## config.mk

```make
export PLATFORM = sky130hd
export DESIGN_NAME = eased_brightness_fader_top
export DESIGN_NICKNAME = d
export VERILOG_FILES = /design/src/ebf_pkg.sv /design/src/eased_brightness_fader_top.sv /design/src/ebf_divider.sv
export SDC_FILE = /design/constraint.sdc
export NUM_CORES = 1
export LEC_CHECK = 0
export ABC_AREA = 1
export BUFFER_PORTS_ARGS = -buffer_cell sky130_fd_sc_hd__buf_2
export CORE_MARGIN = 4
export CORE_UTILIZATION = 55
export CTS_CLUSTER_SIZE = 25
export DETAILED_ROUTE_END_ITERATION = 8
export PLACE_DENSITY = 0.82
export SLEW_MARGIN = 40
export SYNTH_ARGS = -nofsm -noshare
export SYNTH_HDL_FRONTEND = slang
export SYNTH_SLANG_ARGS = --single-unit
```

## constraint.sdc

```tcl
create_clock -name clock -period 22.1 [get_ports clock]
set_input_delay 4.42 -clock clock [delete_from_list [all_inputs] [get_ports clock]]
set_output_delay 4.42 -clock clock [all_outputs]
set_load 0.03 [all_outputs]
```

## src/ebf_pkg.sv

```systemverilog
// Package for the eased brightness fader: fixed field widths, saturation limits,
// command and pattern codes and the sequencer state type. No dependencies.
package ebf_pkg;

   localparam int DUR_W     = 16;
   localparam int LEN_W     = 17;
   localparam int ELAPSED_W = 18;
   localparam int TICK_W    = 10;

   localparam logic [LEN_W-1:0]     FLEN_MAX    = 17'h1FFFF;
   localparam logic [ELAPSED_W-1:0] ELAPSED_MAX = 18'h3FFFF;
   localparam logic [TICK_W-1:0]    TICK_RESET  = 10'd20;

   localparam logic [1:0] FUNC_FADE    = 2'd0;
   localparam logic [1:0] FUNC_SET     = 2'd1;
   localparam logic [1:0] FUNC_PATTERN = 2'd2;
   localparam logic [1:0] FUNC_TICK    = 2'd3;

   localparam logic [1:0] PAT_NONE     = 2'd0;
   localparam logic [1:0] PAT_ON_OFF   = 2'd1;
   localparam logic [1:0] PAT_OFF_ON   = 2'd2;
   localparam logic [1:0] PAT_PERIODIC = 2'd3;

   typedef enum logic [6:0] {
      S_IDLE   = 7'b0000001,
      S_DIV_T  = 7'b0000010,
      S_SQUARE = 7'b0000100,
      S_DEN    = 7'b0001000,
      S_DIV_M  = 7'b0010000,
      S_SCALE  = 7'b0100000,
      S_FINISH = 7'b1000000
   } state_type;

endpackage

```

## src/eased_brightness_fader_top.sv

```systemverilog
// Eased brightness fader: top level with the command logic, the sequencer, the shared
// multiplier and the state. Depends on ebf_pkg and ebf_divider.
// Fade, set, pattern, idle and finishing ticks respond in the cycle after the request, and
// such requests may follow back to back while the output is not stalled. A tick that
// advances a running fade makes two divider passes (t, then the ease), or only the ease
// pass when t is already one; no request is taken meanwhile. Reset (synchronous) clears
// the fade and sequencer state, sets the tick period to 20 ms and empties the output.
module eased_brightness_fader_top
   import ebf_pkg::*;
#(
   parameter int LEVEL_BITS    = 12,
   parameter int FRACTION_BITS = 16
) (
   input  logic                          clock,
   input  logic                          reset,
   input  logic                          req_valid,
   output logic                          req_stall,
   input  logic [1:0]                    req_func,
   input  logic signed [LEVEL_BITS+1:0]  req_level,
   input  logic [DUR_W-1:0]              req_duration_ms,
   input  logic                          req_state_on,
   input  logic [1:0]                    req_pattern,
   output logic                          rsp_valid,
   input  logic                          rsp_stall,
   output logic [LEVEL_BITS-1:0]         rsp_brightness,
   output logic                          rsp_status,
   output logic                          rsp_fading,
   output logic                          rsp_fade_done,
   input  logic                          csr_wr_en,
   input  logic [TICK_W-1:0]             csr_wr_data
);

   localparam int L  = LEVEL_BITS;
   localparam int F  = FRACTION_BITS;
   // Divisor width covers both the fade length and the ease denominator.
   localparam int DW = (LEN_W > F + 1) ? LEN_W : F + 1;
   localparam int QW = F + 2;
   localparam int MW = (F + 1 > L + 1) ? F + 1 : L + 1;
   localparam int RW = F + L + 1;

   localparam logic [F:0]      ONE  = {1'b1, {F{1'b0}}};
   localparam logic [RW-1:0]   HALF = RW'(1) << (F - 1);
   localparam logic [L-1:0]    LMAX = '1;

   // Fade state.
   logic [L-1:0]           current_ff, current_in;
   logic signed [L+1:0]    start_ff, start_in;
   logic [L-1:0]           goal_ff, goal_in;
   logic [LEN_W-1:0]       len_ff, len_in;
   logic [ELAPSED_W-1:0]   elapsed_ff, elapsed_in;
   logic                   ticker_ff, ticker_in;
   logic [1:0]             pattern_ff, pattern_in;
   logic [TICK_W-1:0]      tick_period_ff, tick_period_in;

   // Sequencer and datapath registers.
   state_type              state_ff, state_in;
   logic [F:0]             tt_ff, tt_in;
   logic [F:0]             m_ff, m_in;
   logic [2*MW-1:0]        prod_ff, prod_in;

   // Output register.
   logic                   rsp_valid_ff, rsp_valid_in;
   logic [L-1:0]           rsp_brightness_ff, rsp_brightness_in;
   logic                   rsp_status_ff, rsp_status_in;
   logic                   rsp_fading_ff, rsp_fading_in;
   logic                   rsp_done_ff, rsp_done_in;

   logic out_free;
   logic accept;

   // Command decode results: the state as it stands after this request.
   logic [L-1:0]           cur_c, goal_c;
   logic signed [L+1:0]    start_c;
   logic [LEN_W-1:0]       len_c;
   logic [ELAPSED_W-1:0]   el_c;
   logic                   ticker_c;
   logic [1:0]             pat_c;
   logic                   status_c, done_c, adv_go;
   logic                   fade_go, fading_c;
   logic [L-1:0]           fade_val;
   logic [LEN_W-1:0]       fade_t;
   logic [LEN_W:0]         fade_dbl;
   logic                   lvl_neg, lvl_high;

   // Divider interface.
   logic                   div_start, div_done;
   logic [DW-1:0]          div_rem, div_dvs;
   logic [QW-1:0]          div_low, div_quot;

   // Arithmetic.
   logic [MW-1:0]          mul_a, mul_b;
   logic [2*MW-1:0]        mul_p;
   logic [F:0]             sq;
   logic [F+2:0]           den_w;
   logic signed [L+1:0]    span;
   logic [L:0]             span_mag;
   logic [RW-1:0]          rnd;
   logic [L:0]             step_mag;
   logic signed [L+2:0]    nv;
   logic [L-1:0]           nv_clamped;
   logic [ELAPSED_W:0]     el_sum;
   logic                   need_div;

   assign out_free  = !rsp_valid_ff || !rsp_stall;
   assign req_stall = !((state_ff == S_IDLE) && out_free);
   assign accept    = req_valid && !req_stall;

   // Command decode. A fade request from a command or from pattern chaining is applied
   // last, with a retarget that doubles the time when a fade is still running.
   always_comb begin
      cur_c    = current_ff;
      goal_c   = goal_ff;
      start_c  = start_ff;
      len_c    = len_ff;
      el_c     = elapsed_ff;
      ticker_c = ticker_ff;
      pat_c    = pattern_ff;
      status_c = 1'b0;
      done_c   = 1'b0;
      adv_go   = 1'b0;
      fade_go  = 1'b0;
      fade_val = '0;
      fade_t   = '0;
      fade_dbl = '0;
      fading_c = 1'b0;
      lvl_neg  = req_level < 0;
      lvl_high = req_level > $signed({2'b00, LMAX});
      unique case (req_func)
         FUNC_FADE: begin
            if (req_duration_ms == '0) begin
               if (lvl_neg) begin
                  cur_c = '0;
               end else if (lvl_high) begin
                  cur_c = LMAX;
               end else begin
                  cur_c = req_level[L-1:0];
               end
            end else if (lvl_neg || lvl_high) begin
               status_c = 1'b1;
            end else begin
               fade_go  = 1'b1;
               fade_val = req_level[L-1:0];
               fade_t   = LEN_W'(req_duration_ms);
            end
         end
         FUNC_SET: begin
            pat_c    = PAT_NONE;
            ticker_c = 1'b0;
            cur_c    = req_state_on ? LMAX : '0;
         end
         FUNC_PATTERN: begin
            pat_c  = req_pattern;
            fade_t = LEN_W'(req_duration_ms >> 1);
            unique case (req_pattern)
               PAT_ON_OFF: begin
                  fade_go  = 1'b1;
                  fade_val = LMAX;
               end
               PAT_OFF_ON: begin
                  fade_go  = 1'b1;
                  fade_val = '0;
               end
               PAT_PERIODIC: begin
                  fade_go  = 1'b1;
                  fade_val = (current_ff == '0) ? LMAX : '0;
               end
               default: begin
                  fade_go = 1'b0;
               end
            endcase
         end
         default: begin
            if (ticker_ff) begin
               if (goal_ff == current_ff) begin
                  ticker_c = 1'b0;
                  done_c   = 1'b1;
                  fade_t   = len_ff;
                  unique case (pattern_ff)
                     PAT_ON_OFF: begin
                        pat_c    = PAT_NONE;
                        fade_go  = 1'b1;
                        fade_val = '0;
                     end
                     PAT_OFF_ON: begin
                        pat_c    = PAT_NONE;
                        fade_go  = 1'b1;
                        fade_val = LMAX;
                     end
                     PAT_PERIODIC: begin
                        fade_go  = 1'b1;
                        fade_val = (current_ff == '0) ? LMAX : '0;
                     end
                     default: begin
                        fade_go = 1'b0;
                     end
                  endcase
               end else begin
                  adv_go = 1'b1;
               end
            end
         end
      endcase

      // A fade to the current level is ignored once time has started running.
      if (fade_go && ((fade_val != cur_c) || (el_c == '0))) begin
         fading_c = ticker_c && (goal_c != cur_c);
         if (!fading_c) begin
            start_c  = $signed({2'b00, cur_c});
            goal_c   = fade_val;
            len_c    = fade_t;
            el_c     = '0;
            ticker_c = 1'b1;
         end else begin
            fade_dbl = {fade_t, 1'b0};
            len_c    = fade_dbl[LEN_W] ? FLEN_MAX : fade_dbl[LEN_W-1:0];
            el_c     = ELAPSED_W'(fade_t);
            goal_c   = fade_val;
            start_c  = $signed({1'b0, cur_c, 1'b0}) - $signed({2'b00, fade_val});
         end
      end
   end

   // Datapath pieces shared by the sequencer states.
   always_comb begin
      need_div = (len_ff != '0) && ({1'b0, elapsed_ff} < {2'b00, len_ff});
      sq       = prod_ff[2*F:F];
      den_w    = {1'b0, sq, 1'b0} + (F+3)'(ONE) - {1'b0, tt_ff, 1'b0};
      span     = $signed({2'b00, goal_ff}) - start_ff;
      span_mag = span[L+1] ? (L+1)'(0) - span[L:0] : span[L:0];
      mul_a    = (state_ff == S_SQUARE) ? MW'(tt_ff) : MW'(m_ff);
      mul_b    = (state_ff == S_SQUARE) ? MW'(tt_ff) : MW'(span_mag);
      mul_p    = mul_a * mul_b;
      rnd      = prod_ff[RW-1:0] + HALF;
      step_mag = rnd[RW-1:F];
      if (span[L+1]) begin
         nv = $signed({start_ff[L+1], start_ff}) - $signed({2'b00, step_mag});
      end else begin
         nv = $signed({start_ff[L+1], start_ff}) + $signed({2'b00, step_mag});
      end
      if (nv < 0) begin
         nv_clamped = '0;
      end else if (nv > $signed({3'b000, LMAX})) begin
         nv_clamped = LMAX;
      end else begin
         nv_clamped = nv[L-1:0];
      end
      el_sum = {1'b0, elapsed_ff} + (ELAPSED_W+1)'(tick_period_ff);
   end

   // Divider operands: t = elapsed/length first, then ease = square/denominator.
   // Both are fed as a remainder already below the divisor plus the low dividend bits.
   always_comb begin
      div_start = 1'b0;
      div_rem   = DW'(elapsed_ff >> 2);
      div_low   = {elapsed_ff[1:0], {F{1'b0}}};
      div_dvs   = DW'(len_ff);
      if (state_ff == S_DEN) begin
         div_start = 1'b1;
         div_rem   = DW'(sq >> 2);
         div_low   = {sq[1:0], {F{1'b0}}};
         div_dvs   = DW'(den_w);
      end else if (accept && adv_go && need_div) begin
         div_start = 1'b1;
      end
   end

   ebf_divider #(
      .DW (DW),
      .QW (QW)
   ) u_divider (
      .clock      (clock),
      .reset      (reset),
      .start_i    (div_start),
      .rem_init_i (div_rem),
      .low_i      (div_low),
      .divisor_i  (div_dvs),
      .done_o     (div_done),
      .quot_o     (div_quot)
   );

   // Sequencer.
   always_comb begin
      state_in          = state_ff;
      current_in        = current_ff;
      start_in          = start_ff;
      goal_in           = goal_ff;
      len_in            = len_ff;
      elapsed_in        = elapsed_ff;
      ticker_in         = ticker_ff;
      pattern_in        = pattern_ff;
      tick_period_in    = csr_wr_en ? csr_wr_data : tick_period_ff;
      tt_in             = tt_ff;
      m_in              = m_ff;
      prod_in           = prod_ff;
      rsp_valid_in      = rsp_valid_ff && rsp_stall;
      rsp_brightness_in = rsp_brightness_ff;
      rsp_status_in     = rsp_status_ff;
      rsp_fading_in     = rsp_fading_ff;
      rsp_done_in       = rsp_done_ff;
      unique case (state_ff)
         S_IDLE: begin
            if (accept) begin
               if (adv_go) begin
                  if (need_div) begin
                     state_in = S_DIV_T;
                  end else begin
                     tt_in    = ONE;
                     state_in = S_SQUARE;
                  end
               end else begin
                  current_in        = cur_c;
                  start_in          = start_c;
                  goal_in           = goal_c;
                  len_in            = len_c;
                  elapsed_in        = el_c;
                  ticker_in         = ticker_c;
                  pattern_in        = pat_c;
                  rsp_valid_in      = 1'b1;
                  rsp_brightness_in = cur_c;
                  rsp_status_in     = status_c;
                  rsp_fading_in     = ticker_c && (goal_c != cur_c);
                  rsp_done_in       = done_c;
               end
            end
         end
         S_DIV_T: begin
            if (div_done) begin
               tt_in    = div_quot[F:0];
               state_in = S_SQUARE;
            end
         end
         S_SQUARE: begin
            prod_in  = mul_p;
            state_in = S_DEN;
         end
         S_DEN: begin
            state_in = S_DIV_M;
         end
         S_DIV_M: begin
            if (div_done) begin
               m_in     = (div_quot > QW'(ONE)) ? ONE : div_quot[F:0];
               state_in = S_SCALE;
            end
         end
         S_SCALE: begin
            prod_in  = mul_p;
            state_in = S_FINISH;
         end
         S_FINISH: begin
            if (out_free) begin
               current_in        = nv_clamped;
               elapsed_in        = el_sum[ELAPSED_W] ? ELAPSED_MAX : el_sum[ELAPSED_W-1:0];
               rsp_valid_in      = 1'b1;
               rsp_brightness_in = nv_clamped;
               rsp_status_in     = 1'b0;
               rsp_fading_in     = ticker_ff && (goal_ff != nv_clamped);
               rsp_done_in       = 1'b0;
               state_in          = S_IDLE;
            end
         end
         default: begin
            state_in = S_IDLE;
         end
      endcase
   end

   always_ff @(posedge clock) begin
      if (reset) begin
         state_ff       <= S_IDLE;
         current_ff     <= '0;
         start_ff       <= '0;
         goal_ff        <= '0;
         len_ff         <= '0;
         elapsed_ff     <= '0;
         ticker_ff      <= 1'b0;
         pattern_ff     <= PAT_NONE;
         tick_period_ff <= TICK_RESET;
         rsp_valid_ff   <= 1'b0;
      end else begin
         state_ff       <= state_in;
         current_ff     <= current_in;
         start_ff       <= start_in;
         goal_ff        <= goal_in;
         len_ff         <= len_in;
         elapsed_ff     <= elapsed_in;
         ticker_ff      <= ticker_in;
         pattern_ff     <= pattern_in;
         tick_period_ff <= tick_period_in;
         rsp_valid_ff   <= rsp_valid_in;
      end
      tt_ff             <= tt_in;
      m_ff              <= m_in;
      prod_ff           <= prod_in;
      rsp_brightness_ff <= rsp_brightness_in;
      rsp_status_ff     <= rsp_status_in;
      rsp_fading_ff     <= rsp_fading_in;
      rsp_done_ff       <= rsp_done_in;
   end

   assign rsp_valid      = rsp_valid_ff;
   assign rsp_brightness = rsp_brightness_ff;
   assign rsp_status     = rsp_status_ff;
   assign rsp_fading     = rsp_fading_ff;
   assign rsp_fade_done  = rsp_done_ff;

   // No request is taken while the sequencer works on a tick.
   a_busy_stalls: assert property (@(posedge clock) disable iff (reset)
      (state_ff != S_IDLE) |-> req_stall)
      else $error("request accepted while busy");

   // The ease division always starts right after the denominator is formed.
   a_den_to_div: assert property (@(posedge clock) disable iff (reset)
      (state_ff == S_DEN) |=> (state_ff == S_DIV_M))
      else $error("ease division not started");

   // A rejected fade never reports a finished fade.
   a_status_done: assert property (@(posedge clock) disable iff (reset)
      (rsp_valid && rsp_status) |-> !rsp_fade_done)
      else $error("reject and done together");

   // A tick sent to the arithmetic path only runs while a fade is running.
   a_tick_fading: assert property (@(posedge clock) disable iff (reset)
      (state_ff == S_SQUARE) |-> (ticker_ff && (goal_ff != current_ff)))
      else $error("advance without a running fade");

endmodule

```

## src/ebf_divider.sv

```systemverilog
// Shared restoring divider of the eased brightness fader, one quotient bit per cycle.
// Depends on nothing but its parameters.
module ebf_divider #(
   parameter int DW = 17,
   parameter int QW = 18
) (
   input  logic          clock,
   input  logic          reset,
   input  logic          start_i,
   input  logic [DW-1:0] rem_init_i,
   input  logic [QW-1:0] low_i,
   input  logic [DW-1:0] divisor_i,
   output logic          done_o,
   output logic [QW-1:0] quot_o
);

   localparam int CW = $clog2(QW + 1);

   logic [DW-1:0] rem_ff, rem_in;
   logic [QW-1:0] low_ff, low_in;
   logic [DW-1:0] dvs_ff, dvs_in;
   logic [QW-1:0] quot_ff, quot_in;
   logic [CW-1:0] cnt_ff, cnt_in;
   logic          done_ff, done_in;

   logic [DW:0] trial;
   logic [DW:0] diff;
   logic        fits;

   // The caller guarantees that the initial remainder is below the divisor.
   always_comb begin
      trial = {rem_ff, low_ff[QW-1]};
      fits  = trial >= {1'b0, dvs_ff};
      diff  = trial - {1'b0, dvs_ff};
      rem_in  = rem_ff;
      low_in  = low_ff;
      dvs_in  = dvs_ff;
      quot_in = quot_ff;
      cnt_in  = cnt_ff;
      done_in = 1'b0;
      if (start_i) begin
         rem_in  = rem_init_i;
         low_in  = low_i;
         dvs_in  = divisor_i;
         quot_in = '0;
         cnt_in  = CW'(QW);
      end else if (cnt_ff != '0) begin
         rem_in  = fits ? diff[DW-1:0] : trial[DW-1:0];
         low_in  = {low_ff[QW-2:0], 1'b0};
         quot_in = {quot_ff[QW-2:0], fits};
         cnt_in  = cnt_ff - 1'b1;
         done_in = (cnt_ff == CW'(1));
      end
   end

   always_ff @(posedge clock) begin
      if (reset) begin
         cnt_ff  <= '0;
         done_ff <= 1'b0;
      end else begin
         cnt_ff  <= cnt_in;
         done_ff <= done_in;
      end
      rem_ff  <= rem_in;
      low_ff  <= low_in;
      dvs_ff  <= dvs_in;
      quot_ff <= quot_in;
   end

   assign done_o = done_ff;
   assign quot_o = quot_ff;

endmodule
```

# Yosys cells after proc, flatten, opt, wreduce, memory -nomap -nowiden
# Cells that the tools add are included.
# op_classes
add_sub_neg	11
n_mul	1
magnitude_cmp	7
eq_ne	29
n_mux	101
n_bitwise	3
n_reduce_logical	44
# op_table
operator	n
$mux W17	15
$mux W12	15
$mux W18	8
$pmux W12 S2	4
$pmux W17 S3	1
$pmux W7 S7	1
$mux W16	3
$ne A12 B12 Y1	4
$pmux W12 S3	1
$pmux W18 S2	1
$mux W7	5
$pmux W17 S2	1
$sub A17 B17 Y17	2
$mul A17 B17 Y33	1
$mux W1	30
$add A29 B16 Y29 const B	1
$add A18 B10 Y19	1
$ge A18 B17 Y1	1
$gt A18 B17 Y1 const B	1
$logic_not A18 Y1	1
$lt A18 B17 Y1	1
$add A17 B17 Y17 const B	1
$reduce_bool A17 Y1	1
$logic_not A16 Y1	1
48 further kinds	95
# totals
ff_bits	252
in_bits	50
out_inout_bits	17
word_cells	220

# Logic depth before layout (Yosys ltp)
# Gate-level depths: netlist (run 1).
# logic_depth
depth_word	15
ltp_mapped	46
depth_no_buf	45

# Modules after synthesis
# From an unflattened synthesis (run 1), not the netlist that was laid out.
# hier_totals
cells_unflattened	3746
area_unflattened_um2	27038.4
# by_module_without_submodules
mod	n_inst	cells_per_inst	area_per_inst_um2	seq_area_each_um2
eased_brightness_fader_top	1	3211	22830.6	3893.7
ebf_divider	1	535	4207.8	2042.0

# Worst setup path before layout (run 1)
# OpenSTA, ideal clock, no wires.
# synth_timing
path_type	input port to output port
start	in rsp_stall
end	out req_stall
t_arrival_ns	4.736
required_time_ns	17.680
setup_slack_ns	12.944
path_stages	2
n_path_buf	0
path_cell_list	nand2_1 nand2_1
# synth_via
elab_chain_len	4
# synth_lines
item	line_no	source
from (decl)	eased_brightness_fader_top.sv:24	input logic rsp_stall,
$logic_not A1 Y1	eased_brightness_fader_top.sv:104	assign out_free = !rsp_valid_ff || !rsp_stall;
$logic_or A1 B1 Y1	eased_brightness_fader_top.sv:104	
$logic_and A1 B1 Y1	eased_brightness_fader_top.sv:105	assign req_stall = !((state_ff == S_IDLE) && out_free);
$logic_not A1 Y1	eased_brightness_fader_top.sv:105	
to (decl)	eased_brightness_fader_top.sv:17	output logic req_stall,
# Every way passes these cells.

# Worst setup path after layout (run 1)
# layout_timing
start	reg goal_ff[2]
end	reg prod_ff[30], data pin
# layout_via
elab_chain_len	5
# layout_lines
item	line_no	source
from (decl)	eased_brightness_fader_top.sv:48	logic [L-1:0] goal_ff, goal_in;
from (signal assigned)	eased_brightness_fader_top.sv:383	goal_ff <= goal_in;
$sub A13 B14 Y14 (*)	eased_brightness_fader_top.sv:228	span = $signed({2'b00, goal_ff}) - start_ff;
$sub A1 B13 Y13	eased_brightness_fader_top.sv:229	span_mag = span[L+1] ? (L+1)'(0) - span[L:0] : span[L:0];
$mux W13 (*)	eased_brightness_fader_top.sv:229	
$mux W17 (*)	eased_brightness_fader_top.sv:231	mul_b = (state_ff == S_SQUARE) ? MW'(tt_ff) : MW'(span_mag);
$mul A17 B17 Y33 (*)	eased_brightness_fader_top.sv:232	mul_p = mul_a * mul_b;
net mul_p[30]	eased_brightness_fader_top.sv:92	logic [2*MW-1:0] mul_p;
to (signal assigned)	eased_brightness_fader_top.sv:393	prod_ff <= prod_in;
to (decl)	eased_brightness_fader_top.sv:59	logic [2*MW-1:0] prod_ff, prod_in;
# The timed path passes the listed nets; every way through them passes the cells marked *.
# A chain may end at the register's enable or synchronous reset.

==> flow_summary.ini, run 1 <==
[floorplan]
num_io_pins = 67
start_util = 0.561
dieArea_mm2 = 0.0501
die_h_um = 224
die_x_um = 224
fp.coreArea_mm2 = 0.0457
row_count = 78

[setup_path]
crit_path_frequent_cell = nand2_1
worst_path_largest_cell_delay_ns = 0.55
reg2reg_to = prod_ff[30]
reg2reg_depth = 42
crit_slowest_cell = fa_1
worst_ep_required_time_ns = 22.41
path_max_fanout = 15
criticalPathCategory = flop to flop
regToRegSetupSlack_ns = 12.09
start_kind = flop
cp-end-kind = flop
cp.arrival_ns = 10.32
worstReg2RegStart = goal_ff[2]

[timing]
fin_crit_ns = 10.01
post-route-period-util = 0.453
fmax_mhz = 99.9
maxSlewViolCount = 0
rsz0062_at_grt = false
finalHoldViolations = 0
setup-tns-final_ns = 0
tightestPinTransition_ns = 0.917
relSlewSlack = 0.387
skew_ns = 0.0260
finalSetupViolations = 0

[finish]
fillers = 4124
drive_above_1_share = 0.0558
nNetsFinal = 4010
n_antenna_cell = 0
area_delta_synth_final_pct = 6.79
final_cells = 4131
register_area_mm2 = 0.00546
multi_input_area_mm2 = 0.0172

[routing]
detail-route-antenna-nets = 0
drt_wl_total_mm = 72.9
wl_per_cell_um = 17.6
vias_per_cell = 5.75
post-route-drc-count = 0
dr.first_iter.drc_count = 2649
vias = 23700
dr.pass1.iters = 8

[yosys]
postSynthNetCount = 3995
synth_edf_count = 103
synth_ff_type = dfxtp_1
yosysUniqueCellTypes = 57
ys_seq_elements = 221
synthCells = 3496
ys_warn_count = 0
ys_async_sr_fraction = 0
synth_area_per_cell_um2 = 7.32
synth_seq_area_share = 0.213
syn_area_mm2 = 0.0256

[clock_network]
post_cts_resized = 0
cts_tree = done
root_buffer = clkbuf_16
cts-buffers-inserted = 26
post_cts.repair.setup_buffers = 0
h-tree-depth = 1
cts_hold_buf = 0
clk_latency_ns = 0.57
numClockSinks = 221
path_clk_slew_ns = 0.06
cts_buffer_depth = 3

[global_route]
grt_pass1_wl_mm = 116
grt_usage = 0.283
antenna_found_initial = 0
grt-ovfl-total = 0
grt_max_degree = 54
first_global_vias = 22700

[placed_design]
portBuffers = 66
dp_hpwl_mm = 57.7
gp_congestion = 1.02
dp_cells = 4083

[worst_hold_path]
min-delay-start = tick_period_ff[4]
hold_depth = 2
hp-class = flop to flop
worst_hold_path.endpoint = tick_period_ff[4]

[job]
drv_cap = 0

[outcome]
status = finished, final reports clean
## worst max path at each step
stage	from	slack, ns	endpoint
final	goal_ff[2]	12.09	prod_ff[30]
after global routing	goal_ff[2]	11.48	prod_ff[30]
after CTS	goal_ff[2]	12.27	prod_ff[30]
after detailed placement	goal_ff[2]	12.30	prod_ff[30]
after global placement	goal_ff[2]	12.42	prod_ff[30]
after floorplan	rsp_stall	12.94	req_stall
## routing by layer
metal | GRT usage | part of all wire | vias up
met4 | 0.110 | 0.046 | 0
met1 | 0.390 | 0.40 | 11100
li1 | - | - | 11100
met2 | 0.449 | 0.45 | 1248
met3 | 0.0502 | 0.10 | 232
met5 | 0 | 0 | -
## sequential cells by signal (all words and copies together), names as in the netlist, 14 cells and up
signal	cells
elapsed_ff	18
len_ff	17
u_divider.dvs_ff	17
tt_ff	17
prod_ff	18
m_ff	17
start_ff	14
u_divider.rem_ff	17
u_divider.quot_o	18
## layout by cell type, fill, tap and decap left out, drive strengths merged, types with 2 or more instances in the layout
cell type and count:
a211oi 30, a21o 6, a21oi 184, a221oi 3, a22oi 9, a31oi 23, a32o 5, and2 2
buf 86, bufinv 4, clkbuf 27, clkinv 17, clkinvlp 4, dfxtp 118, edfxtp 103, fa 227
ha 222, inv 673, nand2 787, nand3 155, nand3b 12, nand4 30, nor2 336, nor3 28
nor3b 2, nor4 17, o2111ai 2, o211ai 14, o21ai 237, o21bai 8, o221ai 4, o22ai 17
o31ai 2, or2 7, xnor2 30, xor2 92
## cell type report
cell class,count,area share
clock buffers,27,0.0239
multi-input cells,2499,0.630
well taps,600,0.0275
clock inverters,21,0.00879
repair buffers,86,0.0177
flip-flops and latches,221,0.200
inverters,677,0.0930
## per-stage QoR
step	setup slack, ns	util	hold WS, ns	area, µm²
floorplan	12.94	-	0.433	25600
global placement	12.42	0.578	0.450	26400
detailed placement	12.30	0.579	0.450	26400
CTS	12.27	0.598	0.465	27300
global route	11.48	0.599	0.492	27300
finish	12.09	0.599	0.464	27300
## kinds of logic after synthesis
group	Yosys count	synth area share
AND/OR/NAND/NOR	1376	0.222
buffers and inverters	776	0.116
AO/OA/AOI/OAI	551	0.121
adder cells (fa/ha/maj)	449	0.286
flip-flops	221	0.213
XOR/XNOR	122	0.0417
other	1	0.000146
## synth_stat cells, types with 4 or more instances
cell type,count,share of area
dfxtp_1,118,0.092
xnor2_1,30,0.010
inv_2,20,0.0029
a32o_1,5,0.0020
nor2_1,329,0.048
buf_2,27,0.0053
edfxtp_1,103,0.12
o21bai_1,8,0.0023
a21oi_2,4,0.0014
nor4_1,14,0.0034
a21o_1,6,0.0018
o221ai_1,4,0.0014
a31oi_1,23,0.0056
nor2_2,6,0.0015
a211oi_1,30,0.0088
ha_1,222,0.11
clkinv_1,7,0.0010
nand4_1,30,0.0073
o21ai_1,42,0.0082
inv_1,650,0.095
fa_1,227,0.18
xor2_1,92,0.031
a21oi_1,179,0.035
nand3b_1,12,0.0035
nand2_1,772,0.11
nor3_1,27,0.0053
o22ai_1,17,0.0042
o21ai_0,195,0.038
nand2_2,14,0.0034
o211ai_1,14,0.0041
buf_1,5,0.00073
clkbuf_1,61,0.0089
nand3_1,154,0.030
a22oi_1,9,0.0026
or2_2,5,0.0012
## critical path, delay by kind of cell, from the launching register on
| family | cells | cell delay [ns] |
|---|---|---|
| AOI/OAI and AO/OA | 8 | 1.88 |
| xor gates and xnor gates | 1 | 0.11 |
| adders and majority gates | 8 | 3.85 |
| buffers and inverters | 9 | 1.10 |
| DFF | 1 | 0.54 |
| and+or+nand+nor | 16 | 2.30 |
Power of run 1 is left out: the tool's default activity adds up to more than one toggle a clock period on the data nets, which glitch-free logic cannot reach.
==> run 2, diff against run 1 <==
Clock period 22.1 ns to 10.5 ns, I/O delays scaled along.
==> flow_summary.ini, run 2 (synthesis gave the netlist of run 1 again) <==
[setup_path]
cp-end-kind = flop
worstReg2RegStart = goal_ff[2]
start_kind = flop
criticalPathCategory = flop to flop
worst_ep_required_time_ns = 10.79
cp-startpoint = goal_ff[2]
path_max_fanout = 15
reg2reg_depth = 42
crit_path_frequent_cell = nand2_1
regToRegSetupSlack_ns = 0.74
crit_slowest_cell = fa_1
worst_path_largest_cell_delay_ns = 0.56
reg2reg_to = prod_ff[30]
cp.arrival_ns = 10.05

[finish]
drive_above_1_share = 0.0557
area_delta_synth_final_pct = 6.82
layout_common_cells = 769 x nand2_1, 649 x inv_1, 329 x nor2_1
final_util = 0.599
nNetsFinal = 4014
fillers = 4212
register_area_mm2 = 0.00546
final_common_cell = nand2_1
multi_input_area_mm2 = 0.0172

[global_route]
first_global_vias = 22300
antenna_found_initial = 1
grt_max_degree = 53
grt_usage = 0.288
grt_pass1_wl_mm = 117
grt-ovfl-total = 0

[routing]
post-route-drc-count = 0
detail-route-antenna-nets = 0
dr.pass1.iters = 6
wl_per_cell_um = 17.9
dr.first_iter.drc_count = 2501
drt_wl_total_mm = 73.9
vias = 23400
vias_per_cell = 5.66

[clock_network]
cts-buffers-inserted = 26
post_cts_resized = 0
cts_tree = done
h-tree-depth = 1
path_clk_slew_ns = 0.07
post_cts.repair.setup_buffers = 0
numClockSinks = 221
root_buffer = clkbuf_16
cts_hold_buf = 0
clk_latency_ns = 0.57
cts_buffer_depth = 3

[floorplan]
start_util = 0.561
die_h_um = 224
dieArea_mm2 = 0.0501
die_x_um = 224
num_io_pins = 67
fp.coreArea_mm2 = 0.0457
row_count = 78

[timing]
rsz0062_at_grt = false
post-route-period-util = 0.930
tightestPinTransition_ns = 0.851
relSlewSlack = 0.433
finalSetupViolations = 0
finalHoldViolations = 0
skew_ns = 0.0331
maxSlewViolCount = 0
fmax_mhz = 102
setup-tns-final_ns = 0
fin_crit_ns = 9.76

[worst_hold_path]
hp-class = flop to flop
min-delay-start = tick_period_ff[2]
worst_hold_path.endpoint = tick_period_ff[2]
hold_depth = 2

[placed_design]
gp_congestion = 0.982
dp_hpwl_mm = 58.7
portBuffers = 66

[job]
drv_cap = 0

[outcome]
status = finished, final reports clean
-- run 2: worst max-delay path, delay by kind of cell (launching register included) --
family                   cells  cell delay, ns
buffers and inverters        9            1.09
adder cells (fa/ha/maj)      8            3.85
XOR/XNOR                     1            0.10
AND/OR/NAND/NOR             16            2.21
AO/OA/AOI/OAI                8            1.71
flip-flops                   1            0.50
-- run 2: worst max path at each step --
stage                  end  slack, ns
2_1_floorplan  prod_ff[30]       2.53
3_3_place_gp   prod_ff[30]       1.08
3_5_place_dp   prod_ff[30]       0.89
4_1_cts        prod_ff[30]       0.84
5_1_grt        prod_ff[30]      0.003
6_report       prod_ff[30]       0.74
-- run 2: per-stage QoR --
stage	instances	hold slack (ns)	setup slack, ns	cell area [µm²]
final	4136	0.478	0.740	27400
after global routing	4135	0.489	0.00302	27300
after CTS	4135	0.479	0.840	27300
after detailed placement	4087	0.464	0.890	26500
after global placement	4087	0.457	1.08	26400
after floorplan	3496	0.433	2.53	25600
-- run 2: final cells by class --
type,count,share of cell area
flip-flops and latches,221,0.199
repair buffers,90,0.0188
inverters,677,0.0929
well taps,600,0.0274
diodes,1,0.0000915
multi-input cells,2499,0.629
clock inverters,14,0.00517
clock buffers,34,0.0271
-- run 2: per-layer routing --
metal	routed length, µm	up-vias	global-route usage	share of wire
li1	-	11200	-	-
met3	7010	162	0.0503	0.095
met4	2520	0	0.0909	0.034
met2	33300	1072	0.457	0.45
met5	0	-	0	0
met1	31000	11000	0.406	0.42
Power of run 2 is left out for the same reason.
